==> src/ltfs_pkg.sv <==
// Shared constants and types for the lower-triangular forward-substitution core.
// Used by the front, queue, back and top-level modules.
package ltfs_pkg;

    localparam int LTFS_MAX_ROWS   = 16;
    localparam int LTFS_IDX_W      = 4;
    localparam int LTFS_DATA_W     = 32;
    localparam int LTFS_ACC_W      = 64;
    localparam int LTFS_QDEPTH     = 4;
    localparam int LTFS_Q_PTR_W    = 2;
    localparam int LTFS_QCNT_W     = 3;
    localparam int LTFS_DIV_STEPS  = 32;
    localparam int LTFS_DIV_CNT_W  = 5;

    localparam logic [LTFS_DATA_W-1:0] LTFS_Q_MAX = 32'h7FFF_FFFF;
    localparam logic [LTFS_DATA_W-1:0] LTFS_Q_MIN = 32'h8000_0000;

    typedef struct packed {
        logic                          is_diag;
        logic [LTFS_IDX_W-1:0]         row;
        logic [LTFS_IDX_W-1:0]         column;
        logic signed [LTFS_DATA_W-1:0] coefficient;
        logic signed [LTFS_DATA_W-1:0] rhs;
    } t_entry;

    typedef struct packed {
        logic   push;
        t_entry entry;
    } t_push;

endpackage

==> src/ltfs_front.sv <==
// Front end: accepts items, drops out-of-range and upper-triangle ones, tags the diagonal.
// Depends on ltfs_pkg; feeds ltfs_queue.
module ltfs_front
    import ltfs_pkg::*;
#(
    parameter int MAX_ROWS = LTFS_MAX_ROWS
) (
    input  logic                          i_valid,
    output logic                          o_stall,
    input  logic [LTFS_IDX_W-1:0]         i_row,
    input  logic [LTFS_IDX_W-1:0]         i_column,
    input  logic signed [LTFS_DATA_W-1:0] i_coefficient,
    input  logic signed [LTFS_DATA_W-1:0] i_rhs,
    input  logic                          i_q_full,
    output t_push                         o_push
);

    logic in_range;
    logic lower;

    assign in_range = (32'(i_row) < MAX_ROWS) && (32'(i_column) < MAX_ROWS);
    assign lower    = i_column <= i_row;
    assign o_stall  = i_q_full;

    always_comb begin
        o_push.push              = i_valid && !i_q_full && in_range && lower;
        o_push.entry.is_diag     = i_column == i_row;
        o_push.entry.row         = i_row;
        o_push.entry.column      = i_column;
        o_push.entry.coefficient = i_coefficient;
        o_push.entry.rhs         = i_rhs;
    end

endmodule

==> src/ltfs_queue.sv <==
// Short FIFO of classified items between the front and back ends.
// Depends on ltfs_pkg.
module ltfs_queue
    import ltfs_pkg::*;
(
    input  logic   i_clk,
    input  logic   i_rst_n,
    input  t_push  i_push,
    output logic   o_full,
    input  logic   i_pop,
    output logic   o_empty,
    output t_entry o_head
);

    t_entry                  r_mem [0:LTFS_QDEPTH-1];
    logic [LTFS_Q_PTR_W-1:0] r_wr;
    logic [LTFS_Q_PTR_W-1:0] r_rd;
    logic [LTFS_QCNT_W-1:0]  r_count;

    assign o_full  = r_count == LTFS_QCNT_W'(LTFS_QDEPTH);
    assign o_empty = r_count == '0;
    assign o_head  = r_mem[r_rd];

    always_ff @(posedge i_clk) begin
        if (i_push.push) begin
            r_mem[r_wr] <= i_push.entry;
        end
    end

    always_ff @(posedge i_clk) begin
        if (!i_rst_n) begin
            r_wr    <= '0;
            r_rd    <= '0;
            r_count <= '0;
        end else begin
            if (i_push.push) begin
                r_wr <= r_wr + 1'b1;
            end
            if (i_pop) begin
                r_rd <= r_rd + 1'b1;
            end
            case ({i_push.push, i_pop})
                2'b10:   r_count <= r_count + 1'b1;
                2'b01:   r_count <= r_count - 1'b1;
                default: r_count <= r_count;
            endcase
        end
    end

endmodule

==> src/ltfs_back.sv <==
// Back end: multiply-accumulate for off-diagonal items, bit-serial division for the diagonal,
// solution store and output register. Depends on ltfs_pkg; fed by ltfs_queue.
module ltfs_back
    import ltfs_pkg::*;
#(
    parameter int MAX_ROWS = LTFS_MAX_ROWS
) (
    input  logic                          i_clk,
    input  logic                          i_rst_n,
    input  logic                          i_q_empty,
    input  t_entry                        i_head,
    output logic                          o_pop,
    output logic                          o_valid,
    input  logic                          i_stall,
    output logic [LTFS_IDX_W-1:0]         o_solved_row,
    output logic signed [LTFS_DATA_W-1:0] o_solution,
    output logic                          o_divide_by_zero,
    output logic                          o_saturated
);

    localparam int STORE_DEPTH = (MAX_ROWS < (1 << LTFS_IDX_W)) ? MAX_ROWS : (1 << LTFS_IDX_W);
    localparam int SIDX_W      = (STORE_DEPTH > 1) ? $clog2(STORE_DEPTH) : 1;

    typedef enum logic [6:0] {
        S_IDLE = 7'b0000001,
        S_MUL  = 7'b0000010,
        S_ACC  = 7'b0000100,
        S_MAG  = 7'b0001000,
        S_CHK  = 7'b0010000,
        S_DIV  = 7'b0100000,
        S_FIN  = 7'b1000000
    } t_state;

    t_state                        r_state;
    t_state                        n_state;
    logic [LTFS_DATA_W-1:0]        r_store [0:STORE_DEPTH-1];
    logic signed [LTFS_DATA_W-1:0] r_x;
    logic signed [LTFS_DATA_W-1:0] r_coef;
    logic signed [LTFS_ACC_W-1:0]  r_prod;
    logic [LTFS_ACC_W-1:0]         r_sum;
    logic [LTFS_ACC_W-1:0]         r_num;
    logic [LTFS_ACC_W-1:0]         r_nmag;
    logic [LTFS_DATA_W-1:0]        r_dmag;
    logic                          r_nneg;
    logic                          r_dz;
    logic                          r_ovf;
    logic [LTFS_DATA_W-1:0]        r_rem;
    logic [LTFS_DATA_W-1:0]        r_quo;
    logic [LTFS_DIV_CNT_W-1:0]     r_cnt;
    logic [LTFS_IDX_W-1:0]         r_row;
    logic                          r_out_valid;
    logic [LTFS_IDX_W-1:0]         r_out_row;
    logic [LTFS_DATA_W-1:0]        r_out_sol;
    logic                          r_out_dz;
    logic                          r_out_sat;

    logic                   out_free;
    logic                   ovf;
    logic [LTFS_DATA_W-1:0] shifted;
    logic                   ge;
    logic                   neg;
    logic [LTFS_DATA_W-1:0] fin_sol;
    logic                   fin_sat;

    assign out_free = !r_out_valid || !i_stall;
    assign o_pop    = (r_state == S_IDLE) && !i_q_empty;
    assign ovf      = r_nmag[LTFS_ACC_W-1:LTFS_DATA_W] >= r_dmag;
    assign shifted  = {r_rem[LTFS_DATA_W-2:0], r_quo[LTFS_DATA_W-1]};
    assign ge       = shifted >= r_dmag;
    assign neg      = r_nneg ^ r_coef[LTFS_DATA_W-1];

    always_comb begin
        fin_sol = r_quo;
        fin_sat = 1'b0;
        if (r_dz) begin
            fin_sol = '0;
        end else if (r_ovf) begin
            fin_sat = 1'b1;
            fin_sol = neg ? LTFS_Q_MIN : LTFS_Q_MAX;
        end else if (neg) begin
            if (r_quo > LTFS_Q_MIN) begin
                fin_sat = 1'b1;
                fin_sol = LTFS_Q_MIN;
            end else begin
                fin_sol = ~r_quo + 1'b1;
            end
        end else if (r_quo > LTFS_Q_MAX) begin
            fin_sat = 1'b1;
            fin_sol = LTFS_Q_MAX;
        end
    end

    always_comb begin
        n_state = r_state;
        case (r_state)
            S_IDLE: begin
                if (o_pop) begin
                    if (!i_head.is_diag) begin
                        n_state = S_MUL;
                    end else if (i_head.coefficient == '0) begin
                        n_state = S_FIN;
                    end else begin
                        n_state = S_MAG;
                    end
                end
            end
            S_MUL:   n_state = S_ACC;
            S_ACC:   n_state = S_IDLE;
            S_MAG:   n_state = S_CHK;
            S_CHK:   n_state = ovf ? S_FIN : S_DIV;
            S_DIV: begin
                if (r_cnt == LTFS_DIV_CNT_W'(LTFS_DIV_STEPS - 1)) begin
                    n_state = S_FIN;
                end
            end
            S_FIN: begin
                if (out_free) begin
                    n_state = S_IDLE;
                end
            end
            default: n_state = S_IDLE;
        endcase
    end

    always_ff @(posedge i_clk) begin
        if (!i_rst_n) begin
            r_state     <= S_IDLE;
            r_sum       <= '0;
            r_out_valid <= 1'b0;
        end else begin
            r_state <= n_state;
            if (r_state == S_ACC) begin
                r_sum <= r_sum + r_prod;
            end
            if ((r_state == S_FIN) && out_free) begin
                r_sum       <= '0;
                r_out_valid <= 1'b1;
            end else if (!i_stall) begin
                r_out_valid <= 1'b0;
            end
        end
    end

    always_ff @(posedge i_clk) begin
        case (r_state)
            S_IDLE: begin
                r_x    <= r_store[i_head.column[SIDX_W-1:0]];
                r_coef <= i_head.coefficient;
                r_row  <= i_head.row;
                r_dz   <= i_head.coefficient == '0;
                r_num  <= {i_head.rhs, {LTFS_DATA_W{1'b0}}} - r_sum;
            end
            S_MUL: begin
                r_prod <= r_coef * r_x;
            end
            S_MAG: begin
                r_nneg <= r_num[LTFS_ACC_W-1];
                r_nmag <= r_num[LTFS_ACC_W-1] ? (~r_num + 1'b1) : r_num;
                r_dmag <= r_coef[LTFS_DATA_W-1] ? (~r_coef + 1'b1) : r_coef;
            end
            S_CHK: begin
                r_ovf <= ovf;
                r_rem <= r_nmag[LTFS_ACC_W-1:LTFS_DATA_W];
                r_quo <= r_nmag[LTFS_DATA_W-1:0];
                r_cnt <= '0;
            end
            S_DIV: begin
                r_rem <= ge ? (shifted - r_dmag) : shifted;
                r_quo <= {r_quo[LTFS_DATA_W-2:0], ge};
                r_cnt <= r_cnt + 1'b1;
            end
            S_FIN: begin
                if (out_free) begin
                    r_store[r_row[SIDX_W-1:0]] <= fin_sol;
                    r_out_row <= r_row;
                    r_out_sol <= fin_sol;
                    r_out_dz  <= r_dz;
                    r_out_sat <= fin_sat;
                end
            end
            default: begin
                r_cnt <= r_cnt;
            end
        endcase
    end

    assign o_valid          = r_out_valid;
    assign o_solved_row     = r_out_row;
    assign o_solution       = r_out_sol;
    assign o_divide_by_zero = r_out_dz;
    assign o_saturated      = r_out_sat;

endmodule

==> src/lower_triangular_forward_solve_core.sv <==
// Top level of the lower-triangular forward-substitution core; coefficients and solutions are signed Q16.16.
// Depends on ltfs_pkg, ltfs_front, ltfs_queue and ltfs_back.
//
// Coefficients enter row by row; each off-diagonal one is multiplied by the stored solution of
// its column and summed, and the diagonal one (carrying the right-hand side) yields one result
// (rhs - sum) / diagonal, saturated to Q16.16, with flags for a zero diagonal and for clamping.
// Out-of-range and upper-triangle items are accepted and dropped. A four-item queue lets input
// run ahead of the execution unit. An off-diagonal item takes store read, multiply, accumulate;
// a diagonal item takes magnitude, overflow check, the radix-2 divider that retires one quotient
// bit a cycle, and finish, skipping the divider on overflow and all but finish for a zero
// diagonal; a result waits in the output register while the next item proceeds.
module lower_triangular_forward_solve_core
    import ltfs_pkg::*;
#(
    parameter int MAX_ROWS = LTFS_MAX_ROWS
) (
    input  logic                          i_clk,
    input  logic                          i_rst_n,
    input  logic                          i_valid,
    output logic                          o_stall,
    input  logic [LTFS_IDX_W-1:0]         i_row,
    input  logic [LTFS_IDX_W-1:0]         i_column,
    input  logic signed [LTFS_DATA_W-1:0] i_coefficient,
    input  logic signed [LTFS_DATA_W-1:0] i_rhs,
    output logic                          o_valid,
    input  logic                          i_stall,
    output logic [LTFS_IDX_W-1:0]         o_solved_row,
    output logic signed [LTFS_DATA_W-1:0] o_solution,
    output logic                          o_divide_by_zero,
    output logic                          o_saturated
);

    t_push  q_push;
    t_entry q_head;
    logic   q_full;
    logic   q_empty;
    logic   q_pop;

    ltfs_front #(
        .MAX_ROWS(MAX_ROWS)
    ) u_front (
        .i_valid       (i_valid),
        .o_stall       (o_stall),
        .i_row         (i_row),
        .i_column      (i_column),
        .i_coefficient (i_coefficient),
        .i_rhs         (i_rhs),
        .i_q_full      (q_full),
        .o_push        (q_push)
    );

    ltfs_queue u_queue (
        .i_clk   (i_clk),
        .i_rst_n (i_rst_n),
        .i_push  (q_push),
        .o_full  (q_full),
        .i_pop   (q_pop),
        .o_empty (q_empty),
        .o_head  (q_head)
    );

    ltfs_back #(
        .MAX_ROWS(MAX_ROWS)
    ) u_back (
        .i_clk            (i_clk),
        .i_rst_n          (i_rst_n),
        .i_q_empty        (q_empty),
        .i_head           (q_head),
        .o_pop            (q_pop),
        .o_valid          (o_valid),
        .i_stall          (i_stall),
        .o_solved_row     (o_solved_row),
        .o_solution       (o_solution),
        .o_divide_by_zero (o_divide_by_zero),
        .o_saturated      (o_saturated)
    );

    a_pop_nonempty: assert property (@(posedge i_clk) disable iff (!i_rst_n)
        q_pop |-> !q_empty)
        else $error("queue popped while empty");

    a_dz_result: assert property (@(posedge i_clk) disable iff (!i_rst_n)
        o_valid && o_divide_by_zero |-> o_solution == '0 && !o_saturated)
        else $error("zero diagonal gave nonzero or saturated result");

    a_sat_value: assert property (@(posedge i_clk) disable iff (!i_rst_n)
        o_valid && o_saturated |-> o_solution == LTFS_Q_MAX || o_solution == LTFS_Q_MIN)
        else $error("saturated result not at a range limit");

endmodule

==> config.mk <==
export PLATFORM = sky130hd
export DESIGN_NAME = lower_triangular_forward_solve_core
export DESIGN_NICKNAME = d
export VERILOG_FILES = /design/src/ltfs_pkg.sv /design/src/ltfs_front.sv /design/src/ltfs_queue.sv /design/src/ltfs_back.sv /design/src/lower_triangular_forward_solve_core.sv
export SDC_FILE = /design/constraint.sdc
export NUM_CORES = 2
export LEC_CHECK = 0
export BUFFER_PORTS_ARGS = -buffer_cell sky130_fd_sc_hd__buf_2
export CORE_UTILIZATION = 50
export DETAILED_ROUTE_END_ITERATION = 6
export GPL_TIMING_DRIVEN = 0
export PLACE_DENSITY = 0.66
export SETUP_SLACK_MARGIN = 0.4
export SLEW_MARGIN = 30
export SYNTH_ARGS = -nofsm -noshare
export SYNTH_HDL_FRONTEND = slang
export SYNTH_SLANG_ARGS = --single-unit
==> constraint.sdc <==
create_clock -name i_clk -period 9.25 [get_ports i_clk]
set_clock_uncertainty 0.2 [all_clocks]
set_input_delay 0 -clock i_clk [delete_from_list [all_inputs] [get_ports i_clk]]
set_output_delay 0 -clock i_clk [all_outputs]
set_load 0.02 [all_outputs]
==> qor.txt <==
CP Class = register to register
Reg area = 0.0378 sq mm
Avg Cell Area, Syn = 12.1 sq um
Total gr overflow = 0
Dpl cell area = 0.0983 sq mm
TritonCTS Buffers = 135
Post-DP HPWL = 232000 um
Place WS = -1.51 ns
Ys async rst share = 0
Initial Util = 0.503
Vias per Instance = 5.87
Cell variety after synth = 89
Post-synth top flop = edfxtp_1
Area Overhead vs Synth = 13.8%
Max Cap Viol = 0
Max Clk Rate = 114 MHz
Worst-path clk slew = 0.06 ns
Synth Cell Area = 0.0931 sq mm
Worst min-delay path category = primary input to register
Routed WL = 295000 um
Vias in the first global route = 64300
Final setup margin = 0.474 ns
Die span in x = 434 um
Maximum clock insertion buffer count = 3
Reg-to-Reg Start = u_back.r_coef[19]
Share of cells above drive strength 1 = 0.123
Worst EP required = 9.53 ns
Worst Path Max Fanout = 10
Critical path arrival = 9.05 ns
Antenna viol nets, final = 0
Worst reg2reg path depth = 25
Top post-synthesis cells by area = edfxtp_1 39%, fa_1 23%, mux4_2 4.9%, ha_1 4.8%, inv_1 4.3%
CTS root buffer = clkbuf_16
Multi-input gate area = 0.0506 sq mm
Most common cell after layout, fill and taps aside = edfxtp_1
Largest net degree at the start of global routing = 50
Row cnt = 158
Most frequent cells in the layout = 1205 x edfxtp_1, 1069 x fa_1, 1057 x inv_1
Post-synth net total = 9221
Worst slew pin tran = 1.07 ns
Critical Path End Type = register
Number of buffers added on ports = 114
First-pass GRT wire length = 432000 um
Gpl congestion = 1.01
H-tree levels = 4
R2r setup slk = 0.47 ns
Slew headroom = 0.284
Post-DR wirelength/cell = 27.2 um
Initial DRC count = 6850
Worst setup path start = u_back.r_coef[19]
# IOs = 116
Seq/Total Area, Yosys = 0.406
Vias = 63700
Final Hold Fails = 0
Final instance area = 0.106 sq mm
Worst Hold Launch = i_valid
Detailed-route DRC error count = 0
Crit share post-route = 0.949
Status = complete, no violations
Die H = 434 um
Nets@finish = 9765
Post-synth top area share = 0.389
Fillcell total = 15100
Setup_tns = 0 ns
Pins over their slew limit = 0
Seq cells post-synth = 1286
EDFF count, synth = 1205
YS warnings = 0
First-pass DRT Iterations = 6
Final Setup Violations = 0
Worst Setup Start Kind = register
DIE AREA = 0.188 sq mm
Skew-Pair Late Insertion Delay = 0.77 ns
Hold slack = 0.189 ns
Initial antenna violation count = 26
Critical Path End = u_back.r_prod[44]
All-layer global routing usage = 0.319
Crit Reg-Reg Endpoint = u_back.r_prod[44]
Cells after synthesis = 7703
Fin crit period = 8.78 ns
Post-synth top area cell = edfxtp_1
RSZ-0062 raised after global routing = no
Core footprint = 0.185 sq mm
CTS tree = yes
Clock Sinks = 1286
-- cell usage after synthesis, types with 60 or more instances --
cell type and instances:
nor2_1 229, fa_1 1085, a211oi_1 62, edfxtp_1 1205, xnor2_1 239, a21o_1 115, dfxtp_1 81, mux4_2 201
and2_1 537, nand2_1 881, ha_1 357, a21oi_1 302, nor3_1 60, nand3_1 69, nor2b_1 63, inv_1 1068
xor2_1 74, clkbuf_1 315, o21ai_0 149
-- repair_timing --
item | CTS | global route
setup endpoints to repair | 35 | 16
gates cloned | 0 | 1
resized for setup | 240 | 228
hold endpoints to repair | 368 | 0
setup buffers | 50 | 24
pin swaps | 5 | 34
hold buffers | 149 | 0
-- sequential cells by signal (all words and copies together), names as in the netlist, 2 cells and up, named ones only --
| register | cells |
|---|---|
| u_queue.r_mem | 292 |
| u_queue.r_rd | 2 |
| u_back.r_nmag | 64 |
| u_back.r_cnt | 5 |
| u_back.o_solved_row | 4 |
| u_back.r_row | 4 |
| u_back.r_dmag | 32 |
| u_back.r_num | 64 |
| u_back.r_prod | 64 |
| u_back.r_x | 32 |
| u_back.r_rem | 31 |
| u_back.r_coef | 32 |
| u_back.r_state | 7 |
| u_back.r_store | 512 |
| u_queue.r_count | 3 |
| u_back.o_solution | 32 |
| u_back.r_sum | 64 |
| u_queue.r_wr | 2 |
| u_back.r_quo | 32 |
-- layer usage --
metal | global-route usage | up-vias | routed length (um)
met5 | 0 | - | 85
met2 | 0.481 | 3232 | 132000
li1 | - | 27000 | -
met1 | 0.444 | 32800 | 118000
met4 | 0.136 | 12 | 14400
met3 | 0.0754 | 593 | 30000
-- critical path, stage by stage, from the launching register on --
cell and delay, ns:
edfxtp_1 0.41, clkbuf_4 0.32, clkbuf_4 0.36, nand2_1 0.12, fa_1 0.55, fa_1 0.55
fa_1 0.52, fa_1 0.51, inv_1 0.05, fa_1 0.54, fa_1 0.44, fa_2 0.62
fa_1 0.48, ha_1 0.29, clkbuf_2 0.18, a21o_1 0.20, o21bai_1 0.18, a221o_1 0.38
a21o_1 0.21, a21o_1 0.18, a21o_1 0.17, a221o_1 0.30, a21oi_2 0.25, o21ai_1 0.15
a21oi_1 0.20, xnor2_1 0.12
-- layout make-up --
class                      instances  area share
clock buffer                     161      0.0331
inverter                        1068      0.0381
timing repair buffer             407      0.0389
tap                             2480      0.0293
antenna                           14    0.000331
buffer                           351      0.0185
sequential                      1286       0.357
multi-input combinational       4998       0.477
clock inverter                    87     0.00763
-- cell families (layout without fill, tap and decap cells) --
family          count (synthesis)  after routing  share of synthesized area
buf+inv                      1419           2074                     0.0573
mux                           241            241                     0.0529
other cells                     0             14                          0
compound gates                912            912                     0.0617
fa+ha+maj                    1442           1442                      0.281
flops                        1286           1286                      0.406
simple gates                 2090           2090                      0.111
xor+xnor                      313            313                     0.0294
-- worst min path at each step --
stage / endpoint / slack (ns) / depth (start not counted)
floorplan: u_queue.r_mem[0][0] / -0.10 / 0
global placement: u_queue.r_mem[0][27] / 0.009 / 1
detailed placement: u_queue.r_mem[1][27] / 0.01 / 1
CTS: u_queue.r_count[2] / 0.18 / 3
global route: u_queue.r_wr[0] / 0.21 / 5
finish: u_queue.r_wr[0] / 0.19 / 5
-- per-stage QoR --
stage / utilization / cells
6_report: 0.572 / 10900
5_1_grt: 0.572 / 10800
4_1_cts: 0.568 / 10800
3_5_place_dp: 0.531 / 10400
3_3_place_gp: 0.522 / 10300
2_1_floorplan: - / 7703
Power is not shown: default switching activity piles up to over one toggle a cycle in this logic, so the estimate is an artifact.
